`src/hw/rtl/ipv4fg_pkg.sv`:
```
// ----------------------------------------------------------------------------
// IPv4 fragment header generator package
// Types and constants shared by the front end, job queue and back end.
// ----------------------------------------------------------------------------
package ipv4fg_pkg;

    typedef enum logic [1:0]
    {
        ST_FRAG    = 2'd0,
        ST_NOFRAG  = 2'd1,
        ST_TOOMANY = 2'd2
    } status_t;

    localparam logic [15:0] HDR_BYTES = 16'd20;
    localparam logic [15:0] MF_BIT    = 16'h2000;
    localparam logic [15:0] MTU_RESET = 16'd1500;
    localparam logic [15:0] CHUNK_MASK = 16'hfff8;

    localparam int unsigned REG_MTU = 0;

    localparam int unsigned IN_TDATA_W  = 176;
    localparam int unsigned OUT_TDATA_W = 88;
    localparam int unsigned BASE_W      = 19;

    typedef struct packed
    {
        status_t             kind;
        logic [15:0]         data;
        logic [15:0]         chunk;
        logic [BASE_W-1:0]   base;
    } job_t;

endpackage

```
`src/hw/rtl/ipv4_fragment_header_generator_top.sv`:
```
// ----------------------------------------------------------------------------
// IPv4 fragment header generator
// Turns an IPv4 header and packet length into one descriptor per fragment.
// ----------------------------------------------------------------------------
// A header transaction is accepted by the front end, which sizes and
// classifies it and hands a job to a two-entry queue, so new headers are
// accepted while earlier packets are still being split. The back end
// sequencer emits one fragment descriptor per cycle while the output is not
// stalled; a no-fragmentation or too-large result gives a single
// descriptor. The MTU register at address 0 should only be written while no
// packet is in flight.
module ipv4_fragment_header_generator_top
    import ipv4fg_pkg::*;
#(
    parameter int MAX_FRAGS = 16
)
(
    input  logic                   clk,
    input  logic                   rst_n,
    // APB configuration
    input  logic                   psel,
    input  logic                   penable,
    input  logic                   pwrite,
    input  logic [2:0]             paddr,
    input  logic [31:0]            pwdata,
    output logic [31:0]            prdata,
    output logic                   pready,
    // header in
    input  logic                   s_axis_tvalid,
    output logic                   s_axis_tready,
    // header_words_low, header_words_mid, header_words_high, packet_length
    input  logic [IN_TDATA_W-1:0]  s_axis_tdata,
    // descriptors out
    output logic                   m_axis_tvalid,
    input  logic                   m_axis_tready,
    // fragment_index, total_length, flags_offset_word, header_checksum,
    // payload_offset, payload_length, zero pad
    output logic [OUT_TDATA_W-1:0] m_axis_tdata,
    output logic                   m_axis_tlast,
    // status
    output logic [1:0]             m_axis_tuser
);

    logic [15:0] mtu_reg;
    logic        reg_hit;
    logic        fq_valid, fq_ready, qb_valid, qb_ready;
    job_t        fq_job, qb_job;

    assign pready  = 1'b1;
    assign reg_hit = (paddr[2] == 1'(REG_MTU));
    assign prdata  = reg_hit ? {16'd0, mtu_reg} : 32'd0;

    always_ff @(posedge clk or negedge rst_n)
    begin
        if (!rst_n)
            mtu_reg <= MTU_RESET;
        else if (psel && penable && pwrite && pready && reg_hit)
            mtu_reg <= pwdata[15:0];
    end

    ipv4fg_front #(.MAX_FRAGS(MAX_FRAGS)) u_front
    (
        .clk       (clk),
        .rst_n     (rst_n),
        .mtu       (mtu_reg),
        .in_valid  (s_axis_tvalid),
        .in_ready  (s_axis_tready),
        .in_data   (s_axis_tdata),
        .job_valid (fq_valid),
        .job_ready (fq_ready),
        .job       (fq_job)
    );

    ipv4fg_queue u_queue
    (
        .clk        (clk),
        .rst_n      (rst_n),
        .push_valid (fq_valid),
        .push_ready (fq_ready),
        .push_job   (fq_job),
        .pop_valid  (qb_valid),
        .pop_ready  (qb_ready),
        .pop_job    (qb_job)
    );

    ipv4fg_back #(.MAX_FRAGS(MAX_FRAGS)) u_back
    (
        .clk           (clk),
        .rst_n         (rst_n),
        .job_valid     (qb_valid),
        .job_ready     (qb_ready),
        .job           (qb_job),
        .m_axis_tvalid (m_axis_tvalid),
        .m_axis_tready (m_axis_tready),
        .m_axis_tdata  (m_axis_tdata),
        .m_axis_tlast  (m_axis_tlast),
        .m_axis_tuser  (m_axis_tuser)
    );

endmodule

```
`src/hw/rtl/ipv4fg_front.sv`:
```
// ----------------------------------------------------------------------------
// IPv4 fragment front end
// Accepts a header transaction, sums the fixed header words, sizes the
// fragment payload and classifies the packet into a job for the back end.
// ----------------------------------------------------------------------------
module ipv4fg_front
    import ipv4fg_pkg::*;
#(
    parameter int MAX_FRAGS = 16
)
(
    input  logic                  clk,
    input  logic                  rst_n,
    input  logic [15:0]           mtu,
    input  logic                  in_valid,
    output logic                  in_ready,
    input  logic [IN_TDATA_W-1:0] in_data,
    output logic                  job_valid,
    input  logic                  job_ready,
    output job_t                  job
);

    localparam int CNT_W  = $clog2(MAX_FRAGS + 1);
    localparam int PROD_W = 16 + CNT_W;
    localparam logic [CNT_W-1:0] FRAG_CNT = CNT_W'(MAX_FRAGS);

    logic                s1_valid_reg, s1_valid_next;
    logic [BASE_W-1:0]   base_reg;
    logic [15:0]         data_reg;
    logic [15:0]         chunk_reg;
    logic [PROD_W-1:0]   limit_reg;
    logic                fits_reg;

    logic [63:0]         w_low, w_mid;
    logic [31:0]         w_high;
    logic [15:0]         plen, chunk_c, mtu_less;
    logic [BASE_W-1:0]   base_c;
    logic                accept;

    assign w_low  = in_data[63:0];
    assign w_mid  = in_data[127:64];
    assign w_high = in_data[159:128];
    assign plen   = in_data[175:160];

    assign base_c = BASE_W'(w_low[63:48]) + BASE_W'(w_low[31:16])
                  + BASE_W'(w_mid[63:48]) + BASE_W'(w_mid[31:16])
                  + BASE_W'(w_mid[15:0])  + BASE_W'(w_high[31:16])
                  + BASE_W'(w_high[15:0]);

    assign mtu_less = mtu - HDR_BYTES;
    assign chunk_c  = (mtu >= HDR_BYTES) ? (mtu_less & CHUNK_MASK) : 16'd0;

    assign in_ready  = !s1_valid_reg || job_ready;
    assign accept    = in_valid && in_ready;
    assign job_valid = s1_valid_reg;

    always_comb
    begin
        s1_valid_next = s1_valid_reg;
        if (accept)
            s1_valid_next = 1'b1;
        else if (job_ready)
            s1_valid_next = 1'b0;
    end

    always_ff @(posedge clk or negedge rst_n)
    begin
        if (!rst_n)
            s1_valid_reg <= 1'b0;
        else
            s1_valid_reg <= s1_valid_next;
    end

    always_ff @(posedge clk)
    begin
        if (accept)
        begin
            base_reg  <= base_c;
            data_reg  <= plen - HDR_BYTES;
            chunk_reg <= chunk_c;
            limit_reg <= PROD_W'(chunk_c) * PROD_W'(FRAG_CNT);
            fits_reg  <= (plen <= mtu) || (plen <= HDR_BYTES);
        end
    end

    always_comb
    begin
        job.data  = data_reg;
        job.chunk = chunk_reg;
        job.base  = base_reg;
        if (fits_reg)
            job.kind = ST_NOFRAG;
        else if (chunk_reg == 16'd0 || PROD_W'(data_reg) > limit_reg)
            job.kind = ST_TOOMANY;
        else
            job.kind = ST_FRAG;
    end

endmodule

```
`src/hw/rtl/ipv4fg_queue.sv`:
```
// ----------------------------------------------------------------------------
// IPv4 fragment job queue
// Two-entry queue of classified jobs between the front and back ends.
// ----------------------------------------------------------------------------
module ipv4fg_queue
    import ipv4fg_pkg::*;
(
    input  logic clk,
    input  logic rst_n,
    input  logic push_valid,
    output logic push_ready,
    input  job_t push_job,
    output logic pop_valid,
    input  logic pop_ready,
    output job_t pop_job
);

    job_t       entry_reg [2];
    logic       wr_ptr_reg, wr_ptr_next;
    logic       rd_ptr_reg, rd_ptr_next;
    logic [1:0] count_reg, count_next;
    logic       push, pop;

    assign push_ready = (count_reg != 2'd2);
    assign pop_valid  = (count_reg != 2'd0);
    assign pop_job    = entry_reg[rd_ptr_reg];
    assign push       = push_valid && push_ready;
    assign pop        = pop_valid && pop_ready;

    always_comb
    begin
        wr_ptr_next = push ? !wr_ptr_reg : wr_ptr_reg;
        rd_ptr_next = pop  ? !rd_ptr_reg : rd_ptr_reg;
        count_next  = count_reg;
        if (push && !pop)
            count_next = count_reg + 2'd1;
        else if (pop && !push)
            count_next = count_reg - 2'd1;
    end

    always_ff @(posedge clk or negedge rst_n)
    begin
        if (!rst_n)
        begin
            wr_ptr_reg <= 1'b0;
            rd_ptr_reg <= 1'b0;
            count_reg  <= 2'd0;
        end
        else
        begin
            wr_ptr_reg <= wr_ptr_next;
            rd_ptr_reg <= rd_ptr_next;
            count_reg  <= count_next;
        end
    end

    always_ff @(posedge clk)
    begin
        if (push)
            entry_reg[wr_ptr_reg] <= push_job;
    end

endmodule

```
`src/hw/rtl/ipv4fg_back.sv`:
```
// ----------------------------------------------------------------------------
// IPv4 fragment back end
// Walks a job one fragment per cycle while the output is not stalled, then
// finishes the header checksum in the output register stage.
// ----------------------------------------------------------------------------
module ipv4fg_back
    import ipv4fg_pkg::*;
#(
    parameter int MAX_FRAGS = 16
)
(
    input  logic                   clk,
    input  logic                   rst_n,
    input  logic                   job_valid,
    output logic                   job_ready,
    input  job_t                   job,
    output logic                   m_axis_tvalid,
    input  logic                   m_axis_tready,
    output logic [OUT_TDATA_W-1:0] m_axis_tdata,
    output logic                   m_axis_tlast,
    output logic [1:0]             m_axis_tuser
);

    localparam int IDX_W = (MAX_FRAGS > 1) ? $clog2(MAX_FRAGS) : 1;

    // sequencer
    logic             cur_valid_reg, cur_valid_next;
    job_t             cur_reg;
    logic [15:0]      off_reg;
    logic [IDX_W-1:0] idx_reg;

    // fragment stage
    logic              frag_valid_reg, frag_valid_next;
    status_t           frag_status_reg;
    logic [3:0]        frag_idx_reg;
    logic [15:0]       frag_tl_reg, frag_fo_reg, frag_off_reg, frag_pl_reg;
    logic              frag_last_reg;
    logic [BASE_W-1:0] frag_base_reg;

    // output stage
    logic                   out_valid_reg, out_valid_next;
    logic [OUT_TDATA_W-1:0] out_data_reg;
    logic                   out_last_reg;
    logic [1:0]             out_user_reg;

    logic             is_frag, more, seq_last, seq_fire, frag_load, out_load;
    logic [15:0]      rem, pl, tl, fo;
    logic [IDX_W+3:0] idx_ext;
    logic [19:0]      sum;
    logic [16:0]      fold1;
    logic [15:0]      fold2, csum;

    assign is_frag  = (cur_reg.kind == ST_FRAG);
    assign rem      = cur_reg.data - off_reg;
    assign more     = is_frag && (rem > cur_reg.chunk);
    assign pl       = more ? cur_reg.chunk : rem;
    assign tl       = pl + HDR_BYTES;
    assign fo       = (more ? MF_BIT : 16'd0) | {3'b000, off_reg[15:3]};
    assign seq_last = !more;
    assign idx_ext  = {4'b0000, idx_reg};

    assign out_load  = frag_valid_reg && (!out_valid_reg || m_axis_tready);
    assign frag_load = !frag_valid_reg || out_load;
    assign seq_fire  = cur_valid_reg && frag_load;
    assign job_ready = !cur_valid_reg || (seq_fire && seq_last);

    always_comb
    begin
        cur_valid_next = cur_valid_reg;
        if (job_ready)
            cur_valid_next = job_valid;
        frag_valid_next = frag_load ? cur_valid_reg : frag_valid_reg;
        out_valid_next  = out_valid_reg;
        if (out_load)
            out_valid_next = 1'b1;
        else if (m_axis_tready)
            out_valid_next = 1'b0;
    end

    always_ff @(posedge clk or negedge rst_n)
    begin
        if (!rst_n)
        begin
            cur_valid_reg  <= 1'b0;
            frag_valid_reg <= 1'b0;
            out_valid_reg  <= 1'b0;
            off_reg        <= 16'd0;
            idx_reg        <= '0;
        end
        else
        begin
            cur_valid_reg  <= cur_valid_next;
            frag_valid_reg <= frag_valid_next;
            out_valid_reg  <= out_valid_next;
            if (job_ready)
            begin
                off_reg <= 16'd0;
                idx_reg <= '0;
            end
            else if (seq_fire)
            begin
                off_reg <= off_reg + pl;
                idx_reg <= idx_reg + IDX_W'(1);
            end
        end
    end

    always_ff @(posedge clk)
    begin
        if (job_ready && job_valid)
            cur_reg <= job;
    end

    always_ff @(posedge clk)
    begin
        if (seq_fire)
        begin
            frag_status_reg <= cur_reg.kind;
            frag_last_reg   <= seq_last;
            frag_base_reg   <= cur_reg.base;
            if (is_frag)
            begin
                frag_idx_reg <= idx_ext[3:0];
                frag_tl_reg  <= tl;
                frag_fo_reg  <= fo;
                frag_off_reg <= off_reg;
                frag_pl_reg  <= pl;
            end
            else
            begin
                frag_idx_reg <= 4'd0;
                frag_tl_reg  <= 16'd0;
                frag_fo_reg  <= 16'd0;
                frag_off_reg <= 16'd0;
                frag_pl_reg  <= 16'd0;
            end
        end
    end

    // ones-complement sum, checksum word taken as zero
    assign sum   = 20'(frag_base_reg) + 20'(frag_tl_reg) + 20'(frag_fo_reg);
    assign fold1 = 17'(sum[15:0]) + 17'(sum[19:16]);
    assign fold2 = fold1[15:0] + 16'(fold1[16]);
    assign csum  = (frag_status_reg == ST_FRAG) ? ~fold2 : 16'd0;

    always_ff @(posedge clk)
    begin
        if (out_load)
        begin
            out_data_reg <= {4'b0000, frag_pl_reg, frag_off_reg, csum,
                             frag_fo_reg, frag_tl_reg, frag_idx_reg};
            out_last_reg <= frag_last_reg;
            out_user_reg <= frag_status_reg;
        end
    end

    assign m_axis_tvalid = out_valid_reg;
    assign m_axis_tdata  = out_data_reg;
    assign m_axis_tlast  = out_last_reg;
    assign m_axis_tuser  = out_user_reg;

endmodule

```
`config.mk`:
```
export PLATFORM = sky130hd
export DESIGN_NAME = ipv4_fragment_header_generator_top
export DESIGN_NICKNAME = d
export VERILOG_FILES = /design/src/hw/rtl/ipv4fg_pkg.sv /design/src/hw/rtl/ipv4_fragment_header_generator_top.sv /design/src/hw/rtl/ipv4fg_front.sv /design/src/hw/rtl/ipv4fg_queue.sv /design/src/hw/rtl/ipv4fg_back.sv
export SDC_FILE = /design/constraint.sdc
export NUM_CORES = 1
export LEC_CHECK = 0
export BUFFER_PORTS_ARGS = -buffer_cell sky130_fd_sc_hd__buf_2
export CORE_MARGIN = 3
export CORE_UTILIZATION = 60
export CTS_CLUSTER_SIZE = 16
export DETAILED_ROUTE_END_ITERATION = 7
export PLACE_DENSITY = 0.9
export SLEW_MARGIN = 20
export SYNTH_ARGS = -nofsm -noshare
export SYNTH_HDL_FRONTEND = slang
export SYNTH_SLANG_ARGS = --single-unit
export TNS_END_PERCENT = 100
```
`constraint.sdc`:
```
create_clock -name clk -period 19.4 [get_ports clk]
set_clock_uncertainty 0.05 [all_clocks]
set_input_delay 0 -clock clk [delete_from_list [all_inputs] [get_ports clk]]
set_output_delay 0 -clock clk [all_outputs]
set_load 0.05 [all_outputs]
```
==> qor.csv, run 1 <==
stage,metric,value,unit
cells_and_area,# nets final,2396,
timing,Rel. slew slack,0.305,
run_status,status,"finished, violations left",
setup_path,endpoint type of the worst setup path,flop,
floorplanning,cell row count,68,
global_routing,antenna violations before repair,0,
timing,RSZ-0062 raised after global routing,false,
timing,worst slew pin tran,1.04,ns
synthesis,Syn. warnings,0,
global_routing,GRT Util Overall,0.232,
global_routing,gr ovfl total,0,
floorplanning,die area,37600,um^2
timing,min Tclk post-route,7.94,ns
setup_path,Worst Reg-to-Reg Cells,27,
cells_and_area,max FFs per register,100,
detailed_routing,routed wire length,43800,um
clocking,"Reg clk slew, reported paths",0.07,ns
detailed_routing,DR pass1 iterations,5,
synthesis,largest area contributor in the netlist,edfxtp_1,
synthesis,post-synthesis async set-or-reset flop share,0.114,
timing,Final setup viols,0,
synthesis,most frequent cell after synthesis,edfxtp_1,
synthesis,dominant synthesized flop cell,edfxtp_1,
detailed_routing,vias per cell,5.60,
setup_path,Crit path required time,19.75,ns
setup_path,CP Class,reg -> reg,
floorplanning,Core Area,34700,um^2
placement,Routability Congestion,0.945,
setup_path,CP arrival,8.30,ns
cells_and_area,share of post-route cells with drive strength above 1,0.212,
detailed_routing,DR iter-0 viols,978,
detailed_routing,# DRC,0,
setup_path,r2r setup slk,11.46,ns
clocking,Worst-Skew Late Latency,0.53,ns
clocking,H-tree Lvls,2,
synthesis,Post-synth EDFFs,342,
synthesis,Cell variety after synth,75,
synthesis,Mapped Area,21200,um^2
timing,setup TNS,0,ns
floorplanning,Starting Density,0.611,
clocking,CTS buffer count,39,
setup_path,r2r endpoint,u_back.off_reg[14],
global_routing,first-pass GRT wire length,71100,um
worst_hold_path,worst hold path type,in -> async,
detailed_routing,Routed WL per cell,17.9,um
timing,Final WS setup,11.46,ns
clocking,worst-case clock buffer depth,3,
synthesis,Yosys top cell area share,0.485,
synthesis,Gate Count Post-Synth,1658,
floorplanning,I/O Pins,344,
setup_path,slowest CP cell,clkinv_1,
placement,Detail Placement HPWL,32800,um
timing,Peak Freq,126,MHz
setup_path,WP buf/inv,2,
run,Max Cap Viol,0,
timing,fin. max-slew vios,0,
setup_path,CP max stage delay,0.82,ns
setup_path,r2r startpoint,u_back.off_reg[0],
detailed_routing,ANT nets after route,0,
run_status,failing checks,hold timing,
global_routing,vias in the first global route,14200,
clocking,root buf cell,clkbuf_16,
floorplanning,Chip Width,194,um
timing,"Hold Vio Cnt, Final",18,
setup_path,crit-path max FO,24,
setup_path,Startpoint Class,flop,
detailed_routing,vias,13700,
clocking,post-CTS resize count,0,
synthesis,top post-synthesis cells by count,"edfxtp_1, inv_1, ha_1, nor2_1, fa_1",
timing,period utilisation layout,0.409,
setup_path,crit-path leading delay family,compound AO/OA/AOI/OAI gates,
placement,Post-Place Setup Slack,11.65,ns
cells_and_area,antenna cells,0,
cells_and_area,fillcell total,2344,
global_routing,largest net degree at the start of global routing,75,
placement,port bufs,254,
cells_and_area,"Area growth, synth to finish",15.2,%
synthesis,synth top area cells,"edfxtp_1, ha_1, fa_1, dfrtp_1, mux2_2",
synthesis,Yosys reg bits,386,
clocking,CTS tree,yes,
floorplanning,die height,194,um
clocking,Sink Count,386,
synthesis,"Avg Cell Area, Syn",12.8,um^2
timing,worst hold slack,-0.0157,ns
synthesis,sequential fraction of the synthesis area,0.537,
[placed cells by master, fill, tap and decap left out, types with 23 or more instances in the layout]
cell / count
a21oi_1: 62
clkbuf_16: 41
o21ai_0: 53
dlygate4sd3_1: 43
nand2_1: 47
nor3_1: 29
conb_1: 23
buf_2: 253
xnor2_1: 71
a21o_1: 26
xor2_1: 40
fa_1: 83
nor2_1: 127
inv_1: 178
mux2_2: 69
ha_1: 134
edfxtp_1: 342
dfrtp_1: 36
[per-layer routing]
metal	GRT usage	routed length [um]	vias to the layer above
met5	0	0	-
li1	-	-	6465
met4	0.0814	1450	0
met2	0.407	22000	523
met3	0.0313	2580	98
met1	0.299	17800	6605
[cell families (layout without fill, tap and decap cells)]
logic type / count (synthesis) / count (layout) / share of synthesized area
xor gates and xnor gates: 111 / 111 / 0.0459
muxes: 83 / 83 / 0.0433
other: 2 / 23 / 0.000354
buffers and inverters: 240 / 552 / 0.0493
adders and majority gates: 217 / 217 / 0.157
and+or+nand+nor: 370 / 370 / 0.0885
DFF: 386 / 386 / 0.537
AOI/OAI and AO/OA: 249 / 249 / 0.0784
[worst max-delay path by stage]
stage	from	to	slack, ns	cells past startpoint
after floorplan	u_back.off_reg[1]	u_back.off_reg[14]	13.20	28
after global placement	u_back.off_reg[1]	u_back.off_reg[14]	11.95	26
after detailed placement	u_back.off_reg[0]	u_back.off_reg[14]	11.65	27
after CTS	u_back.off_reg[0]	u_back.off_reg[14]	11.53	27
after global routing	u_back.off_reg[0]	u_back.off_reg[14]	10.98	27
final	u_back.off_reg[0]	u_back.off_reg[14]	11.46	27
[stage by stage]
step / std cells / cell area, um^2 / hold slack (ns) / utilization
after CTS: 2446 / 24400 / 0.150 / 0.703
after floorplan: 1679 / 21300 / -0.346 / -
after global placement: 2332 / 22800 / 0.149 / 0.657
final: 2446 / 24400 / -0.0157 / 0.704
after global routing: 2446 / 24400 / 0.0356 / 0.704
after detailed placement: 2332 / 22800 / 0.157 / 0.657
[final cells by class]
type / instances / area (um^2) / share of cell area
Clock buffer: 54 / 1070 / 0.0440
Inverter: 179 / 672 / 0.0275
Clock inverter: 17 / 113 / 0.00461
Sequential cell: 386 / 11400 / 0.466
Tap cell: 455 / 569 / 0.0233
Timing Repair Buffer: 302 / 1740 / 0.0713
Multi-Input combinational cell: 1053 / 8870 / 0.363
[worst register-to-register path: stages (launching register included)]
cell,delay (ns)
dfrtp_1,0.39
ha_1,0.24
fa_1,0.43
nor2b_1,0.20
o31a_1,0.27
o211ai_1,0.13
a21oi_1,0.25
a21o_1,0.16
a21oi_1,0.08
xnor2_1,0.27
ha_1,0.30
and3_1,0.20
nand4_1,0.15
o41a_1,0.20
o31a_1,0.56
clkinv_1,0.82
mux2i_1,0.75
inv_1,0.14
ha_1,0.33
and2_1,0.19
a221o_1,0.35
a21o_1,0.20
a21o_1,0.20
a31oi_1,0.27
o21ai_0,0.20
a21oi_1,0.23
mux2i_1,0.21
nand3_1,0.08
[repair_timing]
action	in CTS	in global routing
setup endpoints to repair	0	0
hold buffers	43	0
setup buffers	0	0
hold endpoints to repair	76	0
Power of run 1 is not shown: default switching activity piles up to over one toggle a cycle in this logic, so the estimate is an artifact.
==> run 2: changes to the inputs <==
--- a/config.mk
+++ b/config.mk
@@ -5,12 +5,13 @@
 export SDC_FILE = /design/constraint.sdc
 export NUM_CORES = 1
 export LEC_CHECK = 0
+export ABC_AREA = 1
 export BUFFER_PORTS_ARGS = -buffer_cell sky130_fd_sc_hd__buf_2
 export CORE_MARGIN = 3
-export CORE_UTILIZATION = 60
+export CORE_UTILIZATION = 52
 export CTS_CLUSTER_SIZE = 16
 export DETAILED_ROUTE_END_ITERATION = 7
-export PLACE_DENSITY = 0.9
+export PLACE_DENSITY = 0.83
 export SLEW_MARGIN = 20
 export SYNTH_ARGS = -nofsm -noshare
 export SYNTH_HDL_FRONTEND = slang
==> constraint.sdc (replaced) <==
create_clock -name clk -period 6.52 [get_ports clk]
set_clock_uncertainty 0.05 [all_clocks]
set_input_delay 0 -clock clk [delete_from_list [all_inputs] [get_ports clk]]
set_output_delay 0 -clock clk [all_outputs]
set_load 0.05 [all_outputs]
==> run 2 against run 1 <==
  * The run now ends clean
  * Clock-buffer cell count is the same
  * Core utilization down 8.3 points
  * Die area is 18% higher
  * Largest cell class unchanged
==> qor.csv, run 2 <==
stage,metric,value,unit,change
run_status,status,finished clean,,"was finished, violations left"
setup_path,CP max stage delay,0.56,ns,was 0.82 ns
cells_and_area,"Area growth, synth to finish",17.3,%,was 15.2%
global_routing,antenna violations before repair,0,,unchanged
timing,period utilisation layout,0.947,,was 0.409
setup_path,Crit path required time,6.76,ns,was 19.75 ns
synthesis,Yosys top cell area share,0.473,,was 0.485
clocking,CTS tree,yes,,unchanged
setup_path,Startpoint Class,flop,,unchanged
timing,worst slew pin tran,0.971,ns,was 1.04 ns
worst_hold_path,worst hold path type,in -> reg,,was in -> async
setup_path,endpoint type of the worst setup path,flop,,unchanged
floorplanning,Starting Density,0.529,,was 0.611
global_routing,vias in the first global route,15700,,"was 14,200"
run,Max Cap Viol,0,,unchanged
placement,Detail Placement HPWL,36400,um,"was 32,800 um"
detailed_routing,ANT nets after route,0,,unchanged
detailed_routing,Routed WL per cell,16.3,um,was 17.9 um
floorplanning,Core Area,41000,um^2,"was 34,700 um^2"
worst_hold_path,Hold Path Sink,mtu_reg[3],,
timing,Rel. slew slack,0.350,,was 0.305
timing,min Tclk post-route,6.18,ns,was 7.94 ns
synthesis,most frequent cell after synthesis,nand2_1,,was edfxtp_1
timing,fin. max-slew vios,0,,unchanged
clocking,root buf cell,clkbuf_16,,unchanged
detailed_routing,routed wire length,48500,um,"was 43,800 um"
detailed_routing,# DRC,0,,unchanged
cells_and_area,# nets final,2850,,"was 2,396"
cells_and_area,fillcell total,3153,,"was 2,344"
setup_path,CP Class,reg -> reg,,unchanged
detailed_routing,vias,15600,,"was 13,700"
global_routing,gr ovfl total,0,,unchanged
cells_and_area,max FFs per register,100,,unchanged
timing,"Hold Vio Cnt, Final",0,,was 18
timing,Peak Freq,162,MHz,was 126 MHz
placement,Routability Congestion,0.908,,was 0.945
synthesis,synth top area cells,"edfxtp_1, nand2_1, ha_1, fa_1, inv_1",,"was edfxtp_1, ha_1, fa_1, dfrtp_1, mux2_2"
global_routing,met3 Resource Use GR,0.0321,,was 0.0313
timing,Final WS setup,0.344,ns,was 11.46 ns
synthesis,Yosys reg bits,386,,unchanged
synthesis,Syn. warnings,0,,unchanged
detailed_routing,DR iter-0 viols,797,,was 978
placement,port bufs,254,,unchanged
global_routing,first-pass GRT wire length,77300,um,"was 71,100 um"
setup_path,r2r startpoint,u_back.frag_pl_reg[1],,was u_back.off_reg[0]
synthesis,post-synthesis async set-or-reset flop share,0.114,,unchanged
detailed_routing,vias per cell,5.23,,was 5.60
global_routing,GRT met1 Usage,0.265,,was 0.299
placement,Area after DPL,23400,um^2,"was 22,800 um^2"
synthesis,sequential fraction of the synthesis area,0.524,,was 0.537
floorplanning,I/O Pins,344,,unchanged
floorplanning,die height,210,um,was 194 um
cells_and_area,"commonest cells after routing, fill and taps aside","nand2_1, edfxtp_1, inv_1",,"was edfxtp_1, buf_2, inv_1"
synthesis,Gate Count Post-Synth,2095,,"was 1,658"
clocking,worst-case clock buffer depth,3,,unchanged
cells_and_area,antenna cells,0,,unchanged
setup_path,r2r setup slk,0.34,ns,was 11.46 ns
setup_path,slowest CP cell,fa_1,,was clkinv_1
clocking,Worst-Skew Late Latency,0.54,ns,was 0.53 ns
global_routing,GR peak layer,met2,,unchanged
worst_hold_path,hold path startpoint,pwrite,,
synthesis,"Avg Cell Area, Syn",10.4,um^2,was 12.8 um^2
synthesis,top post-synthesis cells by count,"nand2_1, edfxtp_1, inv_1, nor2_1, ha_1",,"was edfxtp_1, inv_1, ha_1, nor2_1, fa_1"
detailed_routing,DR pass1 iterations,6,,was 5
clocking,H-tree Lvls,2,,unchanged
synthesis,Mapped Area,21700,um^2,"was 21,200 um^2"
synthesis,Cell variety after synth,56,,was 75
worst_hold_path,Worst Hold Depth,3,,
global_routing,largest net degree at the start of global routing,74,,was 75
floorplanning,die area,44200,um^2,"was 37,600 um^2"
timing,Final setup viols,0,,unchanged
clocking,CTS buffer count,40,,was 39
cells_and_area,"commonest non-fill, non-tap cell in the layout",nand2_1,,was edfxtp_1
setup_path,Worst Reg-to-Reg Cells,46,,was 27
global_routing,GRT Util Overall,0.217,,was 0.232
synthesis,dominant synthesized flop cell,edfxtp_1,,unchanged
clocking,Sink Count,386,,unchanged
clocking,"Reg clk slew, reported paths",0.06,ns,was 0.07 ns
setup_path,r2r endpoint,u_back.m_axis_tdata[50],,was u_back.off_reg[14]
synthesis,Post-synth EDFFs,342,,unchanged
placement,Post-Place Setup Slack,0.00598,ns,was 11.65 ns
floorplanning,cell row count,74,,was 68
global_routing,GR Util met2,0.389,,was 0.407
cells_and_area,post-route cell area,25500,um^2,"was 24,400 um^2"
setup_path,CP arrival,6.42,ns,was 8.30 ns
cells_and_area,share of post-route cells with drive strength above 1,0.182,,was 0.212
synthesis,largest area contributor in the netlist,edfxtp_1,,unchanged
floorplanning,Chip Width,210,um,was 194 um
setup_path,crit-path max FO,3,,was 24
[run 2: cell types whose count changed in the layout (fill, tap and decap cells not counted), moves of 18 or more]
cell / before / now
mux2_2: 69 / 0
buf_4: 6 / 24
a21o_1: 26 / 5
nand2_1: 47 / 448
nand3_1: 19 / 73
nor2b_1: 22 / 0
xnor2_1: 71 / 25
nor2_1: 127 / 157
inv_1: 178 / 300
nand2_2: 0 / 21
a21oi_1: 62 / 131
[run 2: layout make-up]
| cell class | instances | area (um^2) | share of cell area |
|---|---|---|---|
| clock inverters | 20 | 201 | 0.00791 |
| flip-flops and latches | 386 | 11400 | 0.447 |
| well taps | 532 | 666 | 0.0261 |
| clock buffers | 54 | 1180 | 0.0462 |
| inverters | 313 | 1170 | 0.0461 |
| multi-input cells | 1352 | 8960 | 0.352 |
| repair buffers | 322 | 1890 | 0.0744 |
[run 2: what timing repair did]
| action | in CTS | in global routing |
|---|---|---|
| gates cloned | 0 | 0 |
| setup endpoints to repair | 1 | 9 |
| endpoints found under the hold margin | 81 | 0 |
| hold buffers | 43 | 0 |
| pin swaps | 0 | 19 |
| gates resized for setup | 2 | 34 |
| buffers inserted | 0 | 12 |
[run 2: worst max-delay path by stage]
| stage | from | endpoint | slack [ns] | cells after the start |
|---|---|---|---|---|
| after floorplan | u_back.frag_base_reg[1] | u_back.m_axis_tdata[50] | 0.79 | 43 |
| after global placement | u_back.frag_base_reg[1] | u_back.m_axis_tdata[50] | 0.25 | 43 |
| after detailed placement | u_back.frag_base_reg[1] | u_back.m_axis_tdata[50] | 0.006 | 43 |
| after CTS | u_back.frag_base_reg[1] | u_back.m_axis_tdata[50] | 0.00003 | 46 |
| after global routing | u_back.frag_pl_reg[1] | u_back.m_axis_tdata[50] | -0.16 | 46 |
| final | u_back.frag_pl_reg[1] | u_back.m_axis_tdata[50] | 0.34 | 46 |
[run 2: logic make-up after synthesis]
kind of cell,share of synthesized area
compound gates,0.0626
xor+xnor,0.0286
fa+ha+maj,0.154
buf+inv,0.0734
flops,0.524
mux,0.000461
other cells,0.000346
simple gates,0.156
[run 2: metrics by stage]
| step | hold WS (ns) | std cells | setup TNS, ns | utilization |
|---|---|---|---|---|
| after floorplan | -0.346 | 2116 | 0 | - |
| after global placement | 0.0844 | 2849 | 0 | 0.571 |
| after detailed placement | 0.0934 | 2849 | 0 | 0.571 |
| after CTS | 0.0631 | 2966 | 0 | 0.615 |
| after global routing | 0.0340 | 2979 | -0.446 | 0.621 |
| final | 0.0169 | 2979 | 0 | 0.621 |
[run 2: per-layer routing]
metal  wire (um)  up-vias  share of wire
li1            -     7539              -
met3        2670      103          0.055
met4        1930        0          0.040
met5           0        -              0
met1       19200     7392           0.40
met2       24700      554           0.51
[run 2: critical path, delay by kind of cell, from the launching register on]
| kind | cells | cell delay, ns |
|---|---|---|
| buffers and inverters | 4 | 0.26 |
| DFF | 1 | 0.41 |
| and+or+nand+nor | 36 | 3.54 |
| adders and majority gates | 6 | 1.66 |
Power of run 2 is left out for the same reason.
==> run 3: changes to the inputs <==
--- a/config.mk
+++ b/config.mk
@@ -8,12 +8,13 @@
 export ABC_AREA = 1
 export BUFFER_PORTS_ARGS = -buffer_cell sky130_fd_sc_hd__buf_2
 export CORE_MARGIN = 3
-export CORE_UTILIZATION = 52
+export CORE_UTILIZATION = 53
 export CTS_CLUSTER_SIZE = 16
 export DETAILED_ROUTE_END_ITERATION = 7
-export PLACE_DENSITY = 0.83
+export PLACE_DENSITY = 0.84
 export SLEW_MARGIN = 20
 export SYNTH_ARGS = -nofsm -noshare
 export SYNTH_HDL_FRONTEND = slang
+export SYNTH_HIERARCHICAL = 1
 export SYNTH_SLANG_ARGS = --single-unit
 export TNS_END_PERCENT = 100
==> run 3 against run 2 <==
  * Global-route usage increased by 0.72 points
  * Wire length increased by 5.3%
  * Die area increased by 4.1%
  * Non-clock buffer count increased by 38
  * Via count increased by 7.6%
  * Highest routed layer unchanged
==> qor.csv, run 3 <==
stage,metric,value,unit,change
detailed_routing,vias per cell,5.10,,was 5.23
timing,Final setup viols,0,,unchanged
setup_path,Setup crit end,u_back/m_axis_tdata[48],,was u_back.m_axis_tdata[50]
placement,Detail Placement HPWL,37200,um,"was 36,400 um"
worst_hold_path,hold path startpoint,psel,,was pwrite
synthesis,"Avg Cell Area, Syn",9.92,um^2,was 10.4 um^2
setup_path,Worst path most repeated cell,nand2_1,,
synthesis,Post-synth EDFFs,351,,was 342
timing,"Hold Vio Cnt, Final",0,,unchanged
floorplanning,die height,215,um,was 210 um
setup_path,slowest CP cell,fa_1,,unchanged
placement,dpl cells,3119,,"was 2,849"
timing,fin. max-slew vios,0,,unchanged
cells_and_area,share of post-route cells with drive strength above 1,0.173,,was 0.182
clocking,Worst-Skew Late Latency,0.57,ns,was 0.54 ns
clocking,H-tree Lvls,2,,unchanged
detailed_routing,vias,16800,,"was 15,600"
cells_and_area,fillcell total,3306,,"was 3,153"
setup_path,endpoint type of the worst setup path,flop,,unchanged
synthesis,top post-synthesis cells by count,"nand2_1, inv_1, edfxtp_1, nor2_1, ha_1",,"was nand2_1, edfxtp_1, inv_1, nor2_1, ha_1"
floorplanning,Starting Density,0.543,,was 0.529
cells_and_area,Storage cell area,11600,um^2,"was 11,400 um^2"
timing,Final WS setup,0.327,ns,was 0.344 ns
setup_path,Startpoint Class,flop,,unchanged
synthesis,dominant synthesized flop cell,edfxtp_1,,unchanged
timing,worst slew pin tran,0.911,ns,was 0.971 ns
global_routing,vias in the first global route,17200,,"was 15,700"
detailed_routing,DR iter-0 viols,1084,,was 797
setup_path,r2r setup slk,0.33,ns,was 0.34 ns
placement,Post-Place Setup Slack,-0.0448,ns,was 0.00598 ns
setup_path,r2r endpoint,u_back/m_axis_tdata[48],,was u_back.m_axis_tdata[50]
synthesis,Gate Count Post-Synth,2323,,"was 2,095"
clocking,Sink Count,395,,was 386
setup_path,Worst Setup SP,u_back/frag_tl_reg[9],,was u_back.frag_pl_reg[1]
global_routing,gr ovfl total,0,,unchanged
global_routing,GRT Util Overall,0.225,,was 0.217
clocking,CTS tree,yes,,unchanged
floorplanning,cell row count,75,,was 74
synthesis,post-synthesis async set-or-reset flop share,0.111,,was 0.114
clocking,CTS buffer count,43,,was 40
floorplanning,I/O Pins,344,,unchanged
floorplanning,Core Area,42400,um^2,"was 41,000 um^2"
timing,Peak Freq,161,MHz,was 162 MHz
timing,Rel. slew slack,0.392,,was 0.350
cells_and_area,max FFs per register,106,,was 100
global_routing,antenna violations before repair,0,,unchanged
detailed_routing,ANT nets after route,0,,unchanged
run_status,status,finished clean,,unchanged
setup_path,r2r startpoint,u_back/frag_tl_reg[9],,was u_back.frag_pl_reg[1]
synthesis,largest area contributor in the netlist,edfxtp_1,,unchanged
worst_hold_path,worst hold path type,in -> reg,,unchanged
clocking,"Reg clk slew, reported paths",0.06,ns,about the same
synthesis,Mapped Area,23000,um^2,"was 21,700 um^2"
timing,min Tclk post-route,6.19,ns,was 6.18 ns
synthesis,Syn. warnings,6,,was 0
global_routing,first-pass GRT wire length,84400,um,"was 77,300 um"
cells_and_area,"commonest cells after routing, fill and taps aside","nand2_1, inv_1, edfxtp_1",,"was nand2_1, edfxtp_1, inv_1"
setup_path,crit-path max FO,5,,was 3
cells_and_area,# nets final,3121,,"was 2,850"
cells_and_area,area of the multi-input gates,9610,um^2,was 8960 um^2
setup_path,Worst Reg-to-Reg Cells,38,,was 46
clocking,worst-case clock buffer depth,3,,unchanged
floorplanning,Chip Width,215,um,was 210 um
synthesis,Yosys top cell area share,0.457,,was 0.473
cells_and_area,non-filler cells in the finished layout,3292,,"was 2,979"
cells_and_area,"Area growth, synth to finish",18.0,%,was 17.3%
floorplanning,die area,46000,um^2,"was 44,200 um^2"
cells_and_area,antenna cells,0,,unchanged
detailed_routing,# DRC,0,,unchanged
detailed_routing,Routed WL per cell,15.5,um,was 16.3 um
global_routing,largest net degree at the start of global routing,74,,unchanged
placement,Routability Congestion,0.928,,was 0.908
synthesis,synth top area cells,"edfxtp_1, nand2_1, fa_1, ha_1, inv_1",,"was edfxtp_1, nand2_1, ha_1, fa_1, inv_1"
synthesis,most frequent cell after synthesis,nand2_1,,unchanged
setup_path,CP max stage delay,0.54,ns,was 0.56 ns
cells_and_area,"commonest non-fill, non-tap cell in the layout",nand2_1,,unchanged
synthesis,sequential fraction of the synthesis area,0.506,,was 0.524
placement,port bufs,254,,unchanged
setup_path,CP arrival,6.43,ns,was 6.42 ns
detailed_routing,routed wire length,51000,um,"was 48,500 um"
synthesis,Yosys reg bits,395,,was 386
detailed_routing,DR pass1 iterations,6,,unchanged
setup_path,Crit path required time,6.76,ns,about the same
synthesis,Cell variety after synth,61,,was 56
clocking,root buf cell,clkbuf_16,,unchanged
setup_path,CP Class,reg -> reg,,unchanged
run,Max Cap Viol,0,,unchanged
timing,period utilisation layout,0.950,,was 0.947
## run 3: stage by stage
| stage | setup TNS, ns | utilization | area [um^2] | hold slack (ns) |
|---|---|---|---|---|
| 3_3_place_gp | 0 | 0.583 | 24700 | 0.149 |
| 2_1_floorplan | 0 | - | 23100 | -0.346 |
| 5_1_grt | -0.259 | 0.641 | 27200 | 0.113 |
| 4_1_cts | 0 | 0.634 | 26900 | 0.00307 |
| 6_report | 0 | 0.641 | 27200 | 0.0844 |
| 3_5_place_dp | -0.0805 | 0.583 | 24700 | -0.0736 |
## run 3: worst max-delay path: cells and delay by family, from the launching register on
kind,cells,cell delay (ns)
xor gates and xnor gates,1,0.16
and+or+nand+nor,27,3.14
buffers and inverters,2,0.17
AOI/OAI and AO/OA,3,0.37
DFF,1,0.42
adders and majority gates,5,1.60
## run 3: cell families after synthesis
group	count (synthesis)	synth area share
compound gates	209	0.0514
xor+xnor	49	0.0186
fa+ha+maj	221	0.151
buf+inv	497	0.0927
flops	395	0.506
other cells	4	0.000651
simple gates	948	0.180
## run 3: metal layers
layer | vias up | share of wire | global-route usage
met2 | 567 | 0.51 | 0.404
met4 | 0 | 0.029 | 0.0725
met3 | 106 | 0.052 | 0.0300
met5 | - | 0 | 0
met1 | 7942 | 0.41 | 0.282
li1 | 8163 | - | -
## run 3: area by class of cell
type | instances | area share
sequential | 395 | 0.428
multi-input combinational | 1453 | 0.353
timing repair buffer | 360 | 0.0840
inverter | 429 | 0.0597
clock buffer | 59 | 0.0429
tap | 577 | 0.0265
clock inverter | 19 | 0.00547
## run 3: how the worst min path moves through the flow
stage	endpoint	cells past startpoint
detailed placement	mtu_reg[5]	1
floorplan	mtu_reg[0]	0
global placement	u_front/data_reg[0]	1
CTS	mtu_reg[4]	6
global route	u_front/base_reg[3]	4
finish	mtu_reg[4]	6
## run 3: timing repair
action                                 in CTS  in global routing
pin swaps                                   1                 18
resized for setup                           2                 44
setup buffers                               3                 10
endpoints found under the hold margin      82                  0
setup endpoints to repair                   3                 11
hold buffers                               82                  0
Power of run 3 is left out for the same reason.
